<file path="src/hdl/ffsa_pkg.sv">
`timescale 1ns / 1ps
// ----------------------------------------------------------------------------
// ffsa_pkg
// Shared types and constants of the first-fit segment allocator: beat
// layout widths, result codes, table entry layout, controller states and the
// command / status bundles between controller and datapath.
// ----------------------------------------------------------------------------
package ffsa_pkg;

   // beat field widths
   localparam int SIZE_W      = 16;
   localparam int HANDLE_W    = 16;
   localparam int STATUS_W    = 3;
   localparam int COUNT_OUT_W = 6;
   localparam int REQ_TDATA_W = 32;
   localparam int RSP_TDATA_W = 24;

   // largest size a merged segment may reach
   localparam logic [SIZE_W:0] SIZE_LIMIT = 17'h0FFFF;

   // request kinds carried in req_tuser
   localparam logic FUNC_ALLOC = 1'b0;
   localparam logic FUNC_FREE  = 1'b1;

   // result codes carried in rsp_tuser
   typedef enum logic [STATUS_W-1:0] {
      RSP_ALLOCATED  = 3'd0,
      RSP_FREED      = 3'd1,
      RSP_NOT_FOUND  = 3'd2,
      RSP_TABLE_FULL = 3'd3,
      RSP_EXHAUSTED  = 3'd4
   } rsp_status_type;

   // one segment table entry
   typedef struct packed {
      logic              is_free;
      logic [SIZE_W-1:0] size;
   } seg_entry_type;

   // controller states
   typedef enum logic [3:0] {
      ST_IDLE,
      ST_SCAN_CHK,
      ST_SCAN_EV,
      ST_INS_CHK,
      ST_INS_WR,
      ST_FREE_EV,
      ST_DROP_CHK,
      ST_DROP_WR,
      ST_FINISH
   } state_type;

   // controller to datapath
   typedef struct packed {
      logic load;      // capture request, restart scan
      logic scan_rd;   // read entry at scan index
      logic scan_adv;  // step past current entry
      logic take;      // grant the fitting entry
      logic ins_rd;    // read entry below insert pointer
      logic ins_wr;    // move entry up by one
      logic ins_put;   // place split remainder
      logic tail;      // resolve end of scan
      logic match;     // latch matched entry, read its successor
      logic merge;     // write freed and merged entry
      logic drop_rd;   // read entry above the gap
      logic drop_wr;   // move entry down into the gap
      logic drop_end;  // shrink the table
      logic emit;      // load the result register
   } cmd_type;

   // datapath to controller
   typedef struct packed {
      logic is_free_op;
      logic at_end;
      logic fit;
      logic match;
      logic split;
      logic merge_drop;
      logic ins_done;
      logic drop_done;
      logic out_hold;
   } stat_type;

endpackage

</file>
<file path="src/hdl/first_fit_segment_allocator_unit.sv">
`timescale 1ns / 1ps
// ----------------------------------------------------------------------------
// first_fit_segment_allocator_unit
// First-fit heap segment allocator with split on allocate and coalescing on
// free; the start offset of a segment is its handle.
// ----------------------------------------------------------------------------
// usage:
//   req beat: tuser = 0 allocate / 1 free, tdata = size and handle.
//   rsp beat: tuser = result code, tdata = granted offset and segment count.
//   one rsp beat per req beat, in order. a new req beat is taken only when
//   the previous operation has finished (req_tready high in idle).
// table access:
//   the table sits in a single read, single write memory with registered
//   read, so the scan visits each segment in a read state (ST_SCAN_CHK)
//   and an evaluate state (ST_SCAN_EV). an allocate that splits shifts
//   entries up (ST_INS_CHK, ST_INS_WR) and a free that merges shifts
//   entries down (ST_DROP_CHK, ST_DROP_WR), one read and one write each.
// reset:
//   empties the table and the heap and drops any pending rsp beat; no
//   clearing pass is needed.
// stall:
//   a finished result waits in the output register; the block may take the
//   next req beat meanwhile and holds its next result until the slot frees.
// ----------------------------------------------------------------------------
module first_fit_segment_allocator_unit #(
   parameter int MAX_SEGMENTS = 32,
   parameter int HEAP_BYTES   = 65536
) (
   input  logic                             clock,
   input  logic                             reset,
   input  logic                             req_tvalid,
   output logic                             req_tready,
   input  logic [ffsa_pkg::REQ_TDATA_W-1:0] req_tdata,  // num_bytes, block_offset
   input  logic                             req_tuser,  // func
   output logic                             rsp_tvalid,
   input  logic                             rsp_tready,
   output logic [ffsa_pkg::RSP_TDATA_W-1:0] rsp_tdata,  // granted_offset, segments_in_use
   output logic [ffsa_pkg::STATUS_W-1:0]    rsp_tuser   // status
);
   import ffsa_pkg::*;

   cmd_type  cmd;
   stat_type stat;

   ffsa_ctrl u_ctrl (
      .clock      (clock),
      .reset      (reset),
      .req_tvalid (req_tvalid),
      .req_tready (req_tready),
      .stat       (stat),
      .cmd        (cmd)
   );

   ffsa_datapath #(
      .MAX_SEGMENTS (MAX_SEGMENTS),
      .HEAP_BYTES   (HEAP_BYTES)
   ) u_datapath (
      .clock      (clock),
      .reset      (reset),
      .cmd        (cmd),
      .stat       (stat),
      .req_tdata  (req_tdata),
      .req_tuser  (req_tuser),
      .rsp_tvalid (rsp_tvalid),
      .rsp_tready (rsp_tready),
      .rsp_tdata  (rsp_tdata),
      .rsp_tuser  (rsp_tuser)
   );

   // one operation at a time: an accepted beat blocks the next
   a_busy_after_accept: assert property (@(posedge clock) disable iff (reset)
      (req_tvalid && req_tready) |=> !req_tready)
      else $error("request taken while an operation is in progress");

   // offset field is zero unless the request was granted
   a_grant_zero: assert property (@(posedge clock) disable iff (reset)
      (rsp_tvalid && rsp_tuser != RSP_ALLOCATED) |-> (rsp_tdata[15:0] == 16'd0))
      else $error("nonzero offset on a result that grants nothing");

   // a full-table result reports a full table
   a_full_count: assert property (@(posedge clock) disable iff (reset)
      (rsp_tvalid && rsp_tuser == RSP_TABLE_FULL)
         |-> (rsp_tdata[21:16] == COUNT_OUT_W'(MAX_SEGMENTS)))
      else $error("table full reported with free table entries");

   // result beats only come from the controller's hand-off
   a_emit_only: assert property (@(posedge clock) disable iff (reset)
      $rose(rsp_tvalid) |-> $past(cmd.emit))
      else $error("result beat raised without a hand-off");

endmodule

</file>
<file path="src/hdl/ffsa_ctrl.sv">
`timescale 1ns / 1ps
// ----------------------------------------------------------------------------
// ffsa_ctrl
// Sequencer of the allocator: walks the segment table, steers the insert and
// remove shifts and hands finished results to the output register.
// ----------------------------------------------------------------------------
module ffsa_ctrl (
   input  logic               clock,
   input  logic               reset,
   input  logic               req_tvalid,
   output logic               req_tready,
   input  ffsa_pkg::stat_type stat,
   output ffsa_pkg::cmd_type  cmd
);
   import ffsa_pkg::*;

   state_type state_ff;
   state_type state_in;

   // state register
   always_ff @(posedge clock) begin
      if (reset) begin
         state_ff <= ST_IDLE;
      end else begin
         state_ff <= state_in;
      end
   end

   // next state
   always_comb begin
      state_in = state_ff;
      unique case (state_ff)
         ST_IDLE: begin
            if (req_tvalid) state_in = ST_SCAN_CHK;
         end
         ST_SCAN_CHK: begin
            state_in = stat.at_end ? ST_FINISH : ST_SCAN_EV;
         end
         ST_SCAN_EV: begin
            priority if (stat.is_free_op && stat.match) begin
               state_in = ST_FREE_EV;
            end else if (!stat.is_free_op && stat.fit) begin
               state_in = stat.split ? ST_INS_CHK : ST_FINISH;
            end else begin
               state_in = ST_SCAN_CHK;
            end
         end
         ST_INS_CHK: begin
            state_in = stat.ins_done ? ST_FINISH : ST_INS_WR;
         end
         ST_INS_WR: begin
            state_in = ST_INS_CHK;
         end
         ST_FREE_EV: begin
            state_in = stat.merge_drop ? ST_DROP_CHK : ST_FINISH;
         end
         ST_DROP_CHK: begin
            state_in = stat.drop_done ? ST_FINISH : ST_DROP_WR;
         end
         ST_DROP_WR: begin
            state_in = ST_DROP_CHK;
         end
         ST_FINISH: begin
            if (!stat.out_hold) state_in = ST_IDLE;
         end
         default: begin
            state_in = ST_IDLE;
         end
      endcase
   end

   // commands
   always_comb begin
      cmd        = '0;
      req_tready = 1'b0;
      unique case (state_ff)
         ST_IDLE: begin
            req_tready = 1'b1;
            cmd.load   = req_tvalid;
         end
         ST_SCAN_CHK: begin
            cmd.tail    = stat.at_end;
            cmd.scan_rd = !stat.at_end;
         end
         ST_SCAN_EV: begin
            priority if (stat.is_free_op && stat.match) begin
               cmd.match = 1'b1;
            end else if (!stat.is_free_op && stat.fit) begin
               cmd.take = 1'b1;
            end else begin
               cmd.scan_adv = 1'b1;
            end
         end
         ST_INS_CHK: begin
            cmd.ins_put = stat.ins_done;
            cmd.ins_rd  = !stat.ins_done;
         end
         ST_INS_WR: begin
            cmd.ins_wr = 1'b1;
         end
         ST_FREE_EV: begin
            cmd.merge = 1'b1;
         end
         ST_DROP_CHK: begin
            cmd.drop_end = stat.drop_done;
            cmd.drop_rd  = !stat.drop_done;
         end
         ST_DROP_WR: begin
            cmd.drop_wr = 1'b1;
         end
         ST_FINISH: begin
            cmd.emit = !stat.out_hold;
         end
         default: begin
            cmd = '0;
         end
      endcase
   end

endmodule

</file>
<file path="src/hdl/ffsa_datapath.sv">
`timescale 1ns / 1ps
// ----------------------------------------------------------------------------
// ffsa_datapath
// Segment table memory, scan offset and heap top arithmetic, split and merge
// sizes, table shifts and the registered result beat.
// ----------------------------------------------------------------------------
module ffsa_datapath #(
   parameter int MAX_SEGMENTS = 32,
   parameter int HEAP_BYTES   = 65536
) (
   input  logic                                  clock,
   input  logic                                  reset,
   input  ffsa_pkg::cmd_type                     cmd,
   output ffsa_pkg::stat_type                    stat,
   input  logic [ffsa_pkg::REQ_TDATA_W-1:0]      req_tdata,
   input  logic                                  req_tuser,
   output logic                                  rsp_tvalid,
   input  logic                                  rsp_tready,
   output logic [ffsa_pkg::RSP_TDATA_W-1:0]      rsp_tdata,
   output logic [ffsa_pkg::STATUS_W-1:0]         rsp_tuser
);
   import ffsa_pkg::*;

   localparam int IDXW = $clog2(MAX_SEGMENTS);
   localparam int CNTW = $clog2(MAX_SEGMENTS + 1);
   localparam int HTW  = $clog2(HEAP_BYTES + 1);
   localparam int SUMW = ((HTW > SIZE_W) ? HTW : SIZE_W) + 1;
   localparam int OCW  = (CNTW > COUNT_OUT_W) ? CNTW : COUNT_OUT_W;

   // segment table
   seg_entry_type mem [MAX_SEGMENTS];
   seg_entry_type rd_data_ff;
   logic          rd_en;
   logic [IDXW-1:0] rd_addr;
   logic          wr_en;
   logic [IDXW-1:0] wr_addr;
   seg_entry_type wr_data;

   // working registers
   logic [CNTW-1:0]   count_ff, count_in;
   logic [HTW-1:0]    heap_top_ff, heap_top_in;
   logic [CNTW-1:0]   idx_ff, idx_in;
   logic [CNTW-1:0]   sp_ff, sp_in;
   logic [1:0]        dd_ff, dd_in;
   logic [HTW-1:0]    off_ff, off_in;
   logic              func_ff, func_in;
   logic [SIZE_W-1:0] want_ff, want_in;
   logic [HANDLE_W-1:0] where_ff, where_in;
   seg_entry_type     prev_ff, prev_in;
   logic [SIZE_W-1:0] cur_size_ff, cur_size_in;
   logic [SIZE_W-1:0] rest_ff, rest_in;
   rsp_status_type    status_ff, status_in;
   logic [HANDLE_W-1:0] grant_ff, grant_in;

   // result register
   logic                   rsp_valid_ff, rsp_valid_in;
   logic [RSP_TDATA_W-1:0] rsp_data_ff, rsp_data_in;
   logic [STATUS_W-1:0]    rsp_user_ff, rsp_user_in;

   // derived values
   logic [SUMW-1:0]   off_ext, off_next, heap_ext, heap_sum;
   logic [CNTW:0]     idx_p1, sp_pd, sp_m1;
   logic              room, exhausted, next_valid;
   logic              pm, nm;
   logic [SIZE_W:0]   sum_prev, s1, sum_next, s2;
   logic [1:0]        drop_n;
   logic [CNTW:0]     merge_at;
   logic [OCW-1:0]    count_ext;
   logic [SIZE_W-1:0] req_bytes;

   // scan and allocate arithmetic
   always_comb begin
      off_ext    = SUMW'(off_ff);
      off_next   = off_ext + SUMW'(rd_data_ff.size);
      heap_ext   = SUMW'(heap_top_ff);
      heap_sum   = heap_ext + SUMW'(want_ff);
      exhausted  = heap_sum > SUMW'(HEAP_BYTES);
      room       = count_ff < CNTW'(MAX_SEGMENTS);
      idx_p1     = (CNTW+1)'(idx_ff) + (CNTW+1)'(1);
      sp_pd      = (CNTW+1)'(sp_ff) + (CNTW+1)'(dd_ff);
      sp_m1      = (CNTW+1)'(sp_ff) - (CNTW+1)'(1);
      next_valid = idx_p1 < (CNTW+1)'(count_ff);
      count_ext  = OCW'(count_ff);
      req_bytes  = req_tdata[SIZE_W-1:0];
   end

   // merge sizes for a free: predecessor first, then successor
   always_comb begin
      sum_prev = (SIZE_W+1)'(prev_ff.size) + (SIZE_W+1)'(cur_size_ff);
      pm       = (idx_ff != '0) && prev_ff.is_free && (sum_prev <= SIZE_LIMIT);
      s1       = pm ? sum_prev : (SIZE_W+1)'(cur_size_ff);
      sum_next = s1 + (SIZE_W+1)'(rd_data_ff.size);
      nm       = next_valid && rd_data_ff.is_free && (sum_next <= SIZE_LIMIT);
      s2       = nm ? sum_next : s1;
      drop_n   = {1'b0, pm} + {1'b0, nm};
      merge_at = pm ? (CNTW+1)'(idx_ff) : idx_p1;
   end

   // status to controller
   always_comb begin
      stat.is_free_op = (func_ff == FUNC_FREE);
      stat.at_end     = (idx_ff == count_ff);
      stat.fit        = rd_data_ff.is_free && (want_ff <= rd_data_ff.size);
      stat.match      = (off_ext == SUMW'(where_ff));
      stat.split      = (want_ff != rd_data_ff.size) && room;
      stat.merge_drop = (drop_n != 2'd0);
      stat.ins_done   = ((CNTW+1)'(sp_ff) == idx_p1);
      stat.drop_done  = (sp_pd >= (CNTW+1)'(count_ff));
      stat.out_hold   = rsp_valid_ff && !rsp_tready;
   end

   // table port steering
   always_comb begin
      rd_en   = 1'b0;
      rd_addr = idx_ff[IDXW-1:0];
      wr_en   = 1'b0;
      wr_addr = idx_ff[IDXW-1:0];
      wr_data = rd_data_ff;
      if (cmd.scan_rd) begin
         rd_en = 1'b1;
      end
      if (cmd.match) begin
         rd_en   = 1'b1;
         rd_addr = idx_p1[IDXW-1:0];
      end
      if (cmd.ins_rd) begin
         rd_en   = 1'b1;
         rd_addr = sp_m1[IDXW-1:0];
      end
      if (cmd.drop_rd) begin
         rd_en   = 1'b1;
         rd_addr = sp_pd[IDXW-1:0];
      end
      if (cmd.take) begin
         wr_en           = 1'b1;
         wr_data.is_free = 1'b0;
         wr_data.size    = stat.split ? want_ff : rd_data_ff.size;
      end
      if (cmd.ins_wr || cmd.drop_wr) begin
         wr_en   = 1'b1;
         wr_addr = sp_ff[IDXW-1:0];
      end
      if (cmd.ins_put) begin
         wr_en           = 1'b1;
         wr_addr         = sp_ff[IDXW-1:0];
         wr_data.is_free = 1'b1;
         wr_data.size    = rest_ff;
      end
      if (cmd.tail && func_ff == FUNC_ALLOC && room && !exhausted) begin
         wr_en           = 1'b1;
         wr_addr         = count_ff[IDXW-1:0];
         wr_data.is_free = 1'b0;
         wr_data.size    = want_ff;
      end
      if (cmd.merge) begin
         wr_en           = 1'b1;
         wr_addr         = pm ? sp_m1[IDXW-1:0] : idx_ff[IDXW-1:0];
         wr_data.is_free = 1'b1;
         wr_data.size    = s2[SIZE_W-1:0];
      end
      // predecessor index when merging backward
      if (cmd.merge && pm) begin
         wr_addr = idx_ff[IDXW-1:0] - IDXW'(1);
      end
   end

   // table memory, registered read
   always_ff @(posedge clock) begin
      if (wr_en) mem[wr_addr] <= wr_data;
      if (rd_en) rd_data_ff <= mem[rd_addr];
   end

   // working register next values
   always_comb begin
      count_in    = count_ff;
      heap_top_in = heap_top_ff;
      idx_in      = idx_ff;
      sp_in       = sp_ff;
      dd_in       = dd_ff;
      off_in      = off_ff;
      func_in     = func_ff;
      want_in     = want_ff;
      where_in    = where_ff;
      prev_in     = prev_ff;
      cur_size_in = cur_size_ff;
      rest_in     = rest_ff;
      status_in   = status_ff;
      grant_in    = grant_ff;
      if (cmd.load) begin
         func_in  = req_tuser;
         want_in  = (req_bytes == '0) ? SIZE_W'(1) : req_bytes;
         where_in = req_tdata[SIZE_W +: HANDLE_W];
         idx_in   = '0;
         off_in   = '0;
         prev_in  = '0;
         grant_in = '0;
      end
      if (cmd.scan_adv) begin
         off_in  = off_next[HTW-1:0];
         prev_in = rd_data_ff;
         idx_in  = idx_p1[CNTW-1:0];
      end
      if (cmd.take) begin
         grant_in  = off_ext[HANDLE_W-1:0];
         status_in = RSP_ALLOCATED;
         rest_in   = rd_data_ff.size - want_ff;
         sp_in     = count_ff;
      end
      if (cmd.ins_wr) begin
         sp_in = sp_m1[CNTW-1:0];
      end
      if (cmd.ins_put) begin
         count_in = count_ff + CNTW'(1);
      end
      if (cmd.tail) begin
         priority if (func_ff == FUNC_FREE) begin
            status_in = RSP_NOT_FOUND;
         end else if (!room) begin
            status_in = RSP_TABLE_FULL;
         end else if (exhausted) begin
            status_in = RSP_EXHAUSTED;
         end else begin
            status_in   = RSP_ALLOCATED;
            grant_in    = heap_ext[HANDLE_W-1:0];
            heap_top_in = heap_sum[HTW-1:0];
            count_in    = count_ff + CNTW'(1);
         end
      end
      if (cmd.match) begin
         cur_size_in = rd_data_ff.size;
      end
      if (cmd.merge) begin
         status_in = RSP_FREED;
         sp_in     = merge_at[CNTW-1:0];
         dd_in     = drop_n;
      end
      if (cmd.drop_wr) begin
         sp_in = sp_ff + CNTW'(1);
      end
      if (cmd.drop_end) begin
         count_in = count_ff - CNTW'(dd_ff);
      end
   end

   // working registers, control part cleared at reset
   always_ff @(posedge clock) begin
      if (reset) begin
         count_ff    <= '0;
         heap_top_ff <= '0;
      end else begin
         count_ff    <= count_in;
         heap_top_ff <= heap_top_in;
      end
      idx_ff      <= idx_in;
      sp_ff       <= sp_in;
      dd_ff       <= dd_in;
      off_ff      <= off_in;
      func_ff     <= func_in;
      want_ff     <= want_in;
      where_ff    <= where_in;
      prev_ff     <= prev_in;
      cur_size_ff <= cur_size_in;
      rest_ff     <= rest_in;
      status_ff   <= status_in;
      grant_ff    <= grant_in;
   end

   // result beat: grant offset, then segment count
   always_comb begin
      rsp_valid_in = rsp_valid_ff;
      rsp_data_in  = rsp_data_ff;
      rsp_user_in  = rsp_user_ff;
      if (cmd.emit) begin
         rsp_valid_in = 1'b1;
         rsp_user_in  = status_ff;
         rsp_data_in  = RSP_TDATA_W'({count_ext[COUNT_OUT_W-1:0],
                                      (status_ff == RSP_ALLOCATED) ?
                                         grant_ff : {HANDLE_W{1'b0}}});
      end else if (rsp_tready) begin
         rsp_valid_in = 1'b0;
      end
   end

   always_ff @(posedge clock) begin
      if (reset) begin
         rsp_valid_ff <= 1'b0;
      end else begin
         rsp_valid_ff <= rsp_valid_in;
      end
      rsp_data_ff <= rsp_data_in;
      rsp_user_ff <= rsp_user_in;
   end

   assign rsp_tvalid = rsp_valid_ff;
   assign rsp_tdata  = rsp_data_ff;
   assign rsp_tuser  = rsp_user_ff;

endmodule
</file>
<file path="config.mk">
export PLATFORM = sky130hd
export DESIGN_NAME = first_fit_segment_allocator_unit
export DESIGN_NICKNAME = d
export VERILOG_FILES = /design/src/hdl/ffsa_pkg.sv /design/src/hdl/first_fit_segment_allocator_unit.sv /design/src/hdl/ffsa_ctrl.sv /design/src/hdl/ffsa_datapath.sv
export SDC_FILE = /design/constraint.sdc
export NUM_CORES = 1
export LEC_CHECK = 0
export ABC_AREA = 1
export BUFFER_PORTS_ARGS = -buffer_cell sky130_fd_sc_hd__buf_2
export CORE_UTILIZATION = 40
export DETAILED_ROUTE_END_ITERATION = 12
export REMOVE_ABC_BUFFERS = 1
export SLEW_MARGIN = 5
export SYNTH_ARGS = -nofsm -noshare
export SYNTH_HDL_FRONTEND = slang
export SYNTH_SLANG_ARGS = --single-unit
export TNS_END_PERCENT = 100
</file>
<file path="constraint.sdc">
create_clock -name clock -period 5.9 [get_ports clock]
set_input_delay 0 -clock clock [delete_from_list [all_inputs] [get_ports clock]]
set_output_delay 0 -clock clock [all_outputs]
set_load 0.05 [all_outputs]
</file>
==> impl_metrics.prom <==
# TYPE chip_impl_metric gauge
chip_impl_metric{name="post_synth.cell_area_avg",unit="sq um"} 9.39
chip_impl_info{name="setup_repair_after_global_routing_missed_its_margin",value="false"} 1
chip_impl_metric{name="yosys_warnings",unit=""} 0
chip_impl_metric{name="critical_path.max_fanout",unit=""} 36
chip_impl_metric{name="post_synth_fa_ha_maj_area_fraction",unit=""} 0.0377
chip_impl_info{name="tritoncts_clock_tree",value="done"} 1
chip_impl_metric{name="route.final.wire_length",unit="um"} 108000
chip_impl_metric{name="finalNetCount",unit=""} 4325
chip_impl_metric{name="grt_start_max_net_pins",unit=""} 171
chip_impl_info{name="clockRootBuffer",value="sky130_fd_sc_hd__clkbuf_16"} 1
chip_impl_metric{name="worst-slew-pin-transition",unit="ns"} 1.09
chip_impl_metric{name="finalMaxSlewViolations",unit=""} 0
chip_impl_info{name="timing.hold.worst.start",value="req_tdata[20]"} 1
chip_impl_info{name="run_status",value="finished, final reports clean"} 1
chip_impl_info{name="synth_top_family_by_area",value="simple AND/OR/NAND/NOR gates"} 1
chip_impl_info{name="worst_path_dominant_cell_family",value="compound AO/OA/AOI/OAI gates"} 1
chip_impl_metric{name="p_per_area",unit="mW/mm^2"} 360
chip_impl_info{name="final_common_cell",value="sky130_fd_sc_hd__nand2_1"} 1
chip_impl_info{name="hp-class",value="in2reg"} 1
chip_impl_metric{name="drt_drc_violations_left",unit=""} 0
chip_impl_metric{name="grtUsageTotal",unit=""} 0.221
chip_impl_metric{name="cpPeakStageDelay",unit="ns"} 0.39
chip_impl_metric{name="overall_die_height",unit="um"} 311
chip_impl_metric{name="drive_gt1_frac",unit=""} 0.0773
chip_impl_metric{name="total_power",unit="W"} 0.0155
chip_impl_metric{name="synth.lib_cells_used.distinct",unit=""} 58
chip_impl_metric{name="synth.cell_area",unit="sq mm"} 0.0382
chip_impl_metric{name="static-leakage-power",unit="nW"} 18.5
chip_impl_info{name="worst_r2r_startpoint",value="u_datapath.cur_size_ff[0]"} 1
chip_impl_info{name="synth_top_flop_cell",value="sky130_fd_sc_hd__edfxtp_1"} 1
chip_impl_info{name="start_point_of_the_critical_path",value="u_datapath.cur_size_ff[0]"} 1
chip_impl_metric{name="timing.clock.skew",unit="ns"} 0.0371
chip_impl_metric{name="synth_enable_flop_cells",unit=""} 699
chip_impl_metric{name="placeableCoreArea",unit="sq mm"} 0.0949
chip_impl_info{name="crit_path_end_kind",value="register"} 1
chip_impl_metric{name="floorplan_row_count",unit=""} 113
chip_impl_metric{name="synth-seq-area-share",unit=""} 0.574
chip_impl_metric{name="via_per_inst",unit=""} 5.13
chip_impl_metric{name="placedCellCount",unit=""} 5321
chip_impl_metric{name="clock_sink_count",unit=""} 746
chip_impl_metric{name="area_growth",unit="%"} 12.9
chip_impl_metric{name="maxCapViolCount",unit=""} 0
chip_impl_metric{name="drt.antenna.violating_nets",unit=""} 0
chip_impl_metric{name="utilization",unit=""} 0.455
chip_impl_metric{name="async_flop_share",unit=""} 0
chip_impl_metric{name="routed_wire_length_per_instance",unit="um"} 19.7
chip_impl_metric{name="data_required_time_at_the_worst_endpoint",unit="ns"} 6.26
chip_impl_metric{name="vias",unit=""} 28200
chip_impl_metric{name="synth_seq_cells",unit=""} 746
chip_impl_metric{name="clock_latency",unit="ns"} 0.68
chip_impl_metric{name="drt_pass1_iterations",unit=""} 7
chip_impl_metric{name="synth_mux_area_frac",unit=""} 0
chip_impl_metric{name="period_share",unit=""} 0.902
chip_impl_info{name="layout_common_cells",value="sky130_fd_sc_hd__nand2_1, sky130_fd_sc_hd__inv_1, sky130_fd_sc_hd__edfxtp_1, sky130_fd_sc_hd__nand3_1, sky130_fd_sc_hd__nor2_1"} 1
chip_impl_metric{name="via_count_of_the_first_global_routing_pass",unit=""} 26400
chip_impl_metric{name="setup_violations",unit=""} 0
chip_impl_metric{name="pin_count",unit=""} 66
chip_impl_metric{name="floorplan.initialDensity",unit=""} 0.403
chip_impl_metric{name="worst_ep_arrival_time",unit="ns"} 5.68
chip_impl_info{name="crit_path_start_kind",value="register"} 1
chip_impl_metric{name="min_period",unit="ns"} 5.32
chip_impl_metric{name="die_area",unit="sq mm"} 0.0968
chip_impl_metric{name="antenna_found_initial",unit=""} 0
chip_impl_metric{name="synthSimpleGateAreaFrac",unit=""} 0.221
chip_impl_metric{name="post_synth_xor_area_fraction",unit=""} 0.0147
chip_impl_metric{name="peak_supply_drop",unit="uV"} 211
chip_impl_metric{name="initialDrtViolationCount",unit=""} 2778
chip_impl_metric{name="critPathBufInv",unit=""} 5
chip_impl_metric{name="grt_remaining_overflow",unit=""} 0
chip_impl_metric{name="die_w",unit="um"} 311
chip_impl_metric{name="clock_tree.buffer_depth",unit=""} 3
chip_impl_metric{name="fin_cells",unit=""} 5510
chip_impl_metric{name="numPortBuffers",unit=""} 63
chip_impl_metric{name="hpwl_after_detailed_placement",unit="um"} 67600
chip_impl_metric{name="grt_pass1_wl",unit="um"} 163000
chip_impl_metric{name="antenna-diode-count",unit=""} 0
chip_impl_metric{name="fmax",unit="GHz"} 0.188
chip_impl_metric{name="tritoncts.num_buffers",unit=""} 82
chip_impl_info{name="path_class",value="reg2reg"} 1
chip_impl_metric{name="cts.htree.levels",unit=""} 3
chip_impl_metric{name="place.gp.congestion",unit=""} 0.930
chip_impl_metric{name="clk_pin_slew",unit="ns"} 0.06
chip_impl_metric{name="syn_inst",unit=""} 4072
chip_impl_metric{name="post_synthesis_compound_gate_area_fraction",unit=""} 0.0544
chip_impl_info{name="critical-path-slowest-cell",value="sky130_fd_sc_hd__fa_1"} 1
chip_impl_metric{name="slew_headroom",unit=""} 0.273
chip_impl_info{name="cp_common_cell",value="sky130_fd_sc_hd__nand2_1"} 1
chip_impl_metric{name="finalHoldViolations",unit=""} 0
## power by group
part	total (W)	leakage, nW	switching, W	internal [W]
logic	0.00394	10.5	0.00276	0.00118
clock network	0.00511	1.29	0.00214	0.00297
registers	0.00650	6.74	0.000192	0.00631
## cells by family after synthesis
logic type               after synthesis
adder cells (fa/ha/maj)              111
AO/OA/AOI/OAI                        373
other                                  1
XOR/XNOR                              64
flip-flops                           746
AND/OR/NAND/NOR                     1875
buffers and inverters                902
## metal layers
layer	wire (um)	vias up	track usage
li1	-	13800	-
met1	48000	13300	0.307
met2	48800	969	0.346
met3	7310	198	0.0329
met4	4320	0	0.0909
met5	0	-	0
## timing repair
action                                  4_1_cts  5_1_grt
buffers inserted                              0        0
hold buffers                                 37        0
endpoints found under the hold margin        39        0
resized for setup                             0        1
endpoints found under the setup margin        0      128
## flip-flops by register name, summed over array words and instances, names as in the netlist
signal                  cells
u_datapath.rsp_tvalid       1
u_datapath.heap_top_ff     17
u_datapath.want_ff         16
u_datapath.sp_ff            6
u_datapath.rsp_tdata       22
u_datapath.rsp_tuser        3
u_datapath.rest_ff         16
u_datapath.func_ff          1
u_datapath.grant_ff        16
u_datapath.count_ext        6
u_datapath.cur_size_ff     16
u_datapath.dd_ff            2
u_datapath.where_ff        16
u_datapath.off_ff          17
u_datapath.mem            544
u_datapath.rd_data_ff      17
u_ctrl.state_ff             4
u_datapath.idx_ff           6
u_datapath.prev_ff         17
u_datapath.status_ff        3
## worst register-to-register path, cell delays in order (launching register included)
cell and delay, ns:
sky130_fd_sc_hd__edfxtp_1 0.35, sky130_fd_sc_hd__ha_1 0.18, sky130_fd_sc_hd__inv_1 0.06, sky130_fd_sc_hd__fa_1 0.39, sky130_fd_sc_hd__o21ai_1 0.24, sky130_fd_sc_hd__a21oi_1 0.10, sky130_fd_sc_hd__o21bai_1 0.21, sky130_fd_sc_hd__nand2_1 0.08
sky130_fd_sc_hd__nand2_1 0.11, sky130_fd_sc_hd__nand3_1 0.16, sky130_fd_sc_hd__nand3_2 0.11, sky130_fd_sc_hd__buf_4 0.32, sky130_fd_sc_hd__o21ai_0 0.21, sky130_fd_sc_hd__ha_1 0.39, sky130_fd_sc_hd__nand2_1 0.08, sky130_fd_sc_hd__nand2_1 0.04
sky130_fd_sc_hd__a31oi_1 0.33, sky130_fd_sc_hd__o21ai_1 0.19, sky130_fd_sc_hd__a221oi_1 0.32, sky130_fd_sc_hd__nand3_1 0.14, sky130_fd_sc_hd__inv_1 0.28, sky130_fd_sc_hd__buf_12 0.18, sky130_fd_sc_hd__a21oi_1 0.07, sky130_fd_sc_hd__o21ai_0 0.10
sky130_fd_sc_hd__nand2_1 0.07, sky130_fd_sc_hd__buf_4 0.26
## synthesized netlist by cell type, types with 8 or more instances
library cell                 n  share of area
sky130_fd_sc_hd__a21oi_1   157          0.021
sky130_fd_sc_hd__a31oi_1    26         0.0043
sky130_fd_sc_hd__buf_1       9        0.00088
sky130_fd_sc_hd__buf_2      53         0.0069
sky130_fd_sc_hd__buf_4      29         0.0057
sky130_fd_sc_hd__buf_6      25         0.0074
sky130_fd_sc_hd__clkbuf_1   74         0.0073
sky130_fd_sc_hd__dfxtp_1    47          0.025
sky130_fd_sc_hd__edfxtp_1  699           0.55
sky130_fd_sc_hd__ha_1      104          0.034
sky130_fd_sc_hd__inv_1     701          0.069
sky130_fd_sc_hd__inv_2       8        0.00079
sky130_fd_sc_hd__nand2_1   841          0.083
sky130_fd_sc_hd__nand3_1   684          0.090
sky130_fd_sc_hd__nand3b_1   77          0.015
sky130_fd_sc_hd__nand4_1    26         0.0043
sky130_fd_sc_hd__nor2_1    187          0.018
sky130_fd_sc_hd__nor3_1     16         0.0021
sky130_fd_sc_hd__nor4_1      8         0.0013
sky130_fd_sc_hd__o211ai_1   22         0.0043
sky130_fd_sc_hd__o21ai_0   115          0.015
sky130_fd_sc_hd__o21ai_1     8         0.0010
sky130_fd_sc_hd__xnor2_1    27         0.0062
sky130_fd_sc_hd__xor2_1     37         0.0085
## stage by stage
step	cell area (sq um)	setup WS [ns]	hold slack, ns	setup TNS, ns
floorplan	37200	-0.341	0.0691	-5.79
global placement	40100	0.558	0.178	0
detailed placement	40100	0.469	0.178	0
CTS	43200	0.462	0.000732	0
global route	43200	0.0631	0.0272	0
finish	43200	0.581	0.0398	0
## layout make-up
class | count | area [sq um]
fill | 8909 | 51700
sequential | 746 | 21900
multi-input combinational | 2425 | 12600
inverter | 712 | 2680
clock buffer | 111 | 2220
timing repair buffer | 210 | 1670
tap | 1265 | 1580
clock inverter | 41 | 442
## final timing paths
path	endpoint	slack [ns]	cells past startpoint
worst min register to register	u_datapath.rsp_tuser[1]	0.46	0
worst min-delay path	u_datapath.where_ff[4]	0.04	2
worst max register to register	u_datapath.mem[4][15]	0.58	25
worst max-delay path	u_datapath.mem[4][15]	0.58	25
Power figures use the tool's default switching activity.
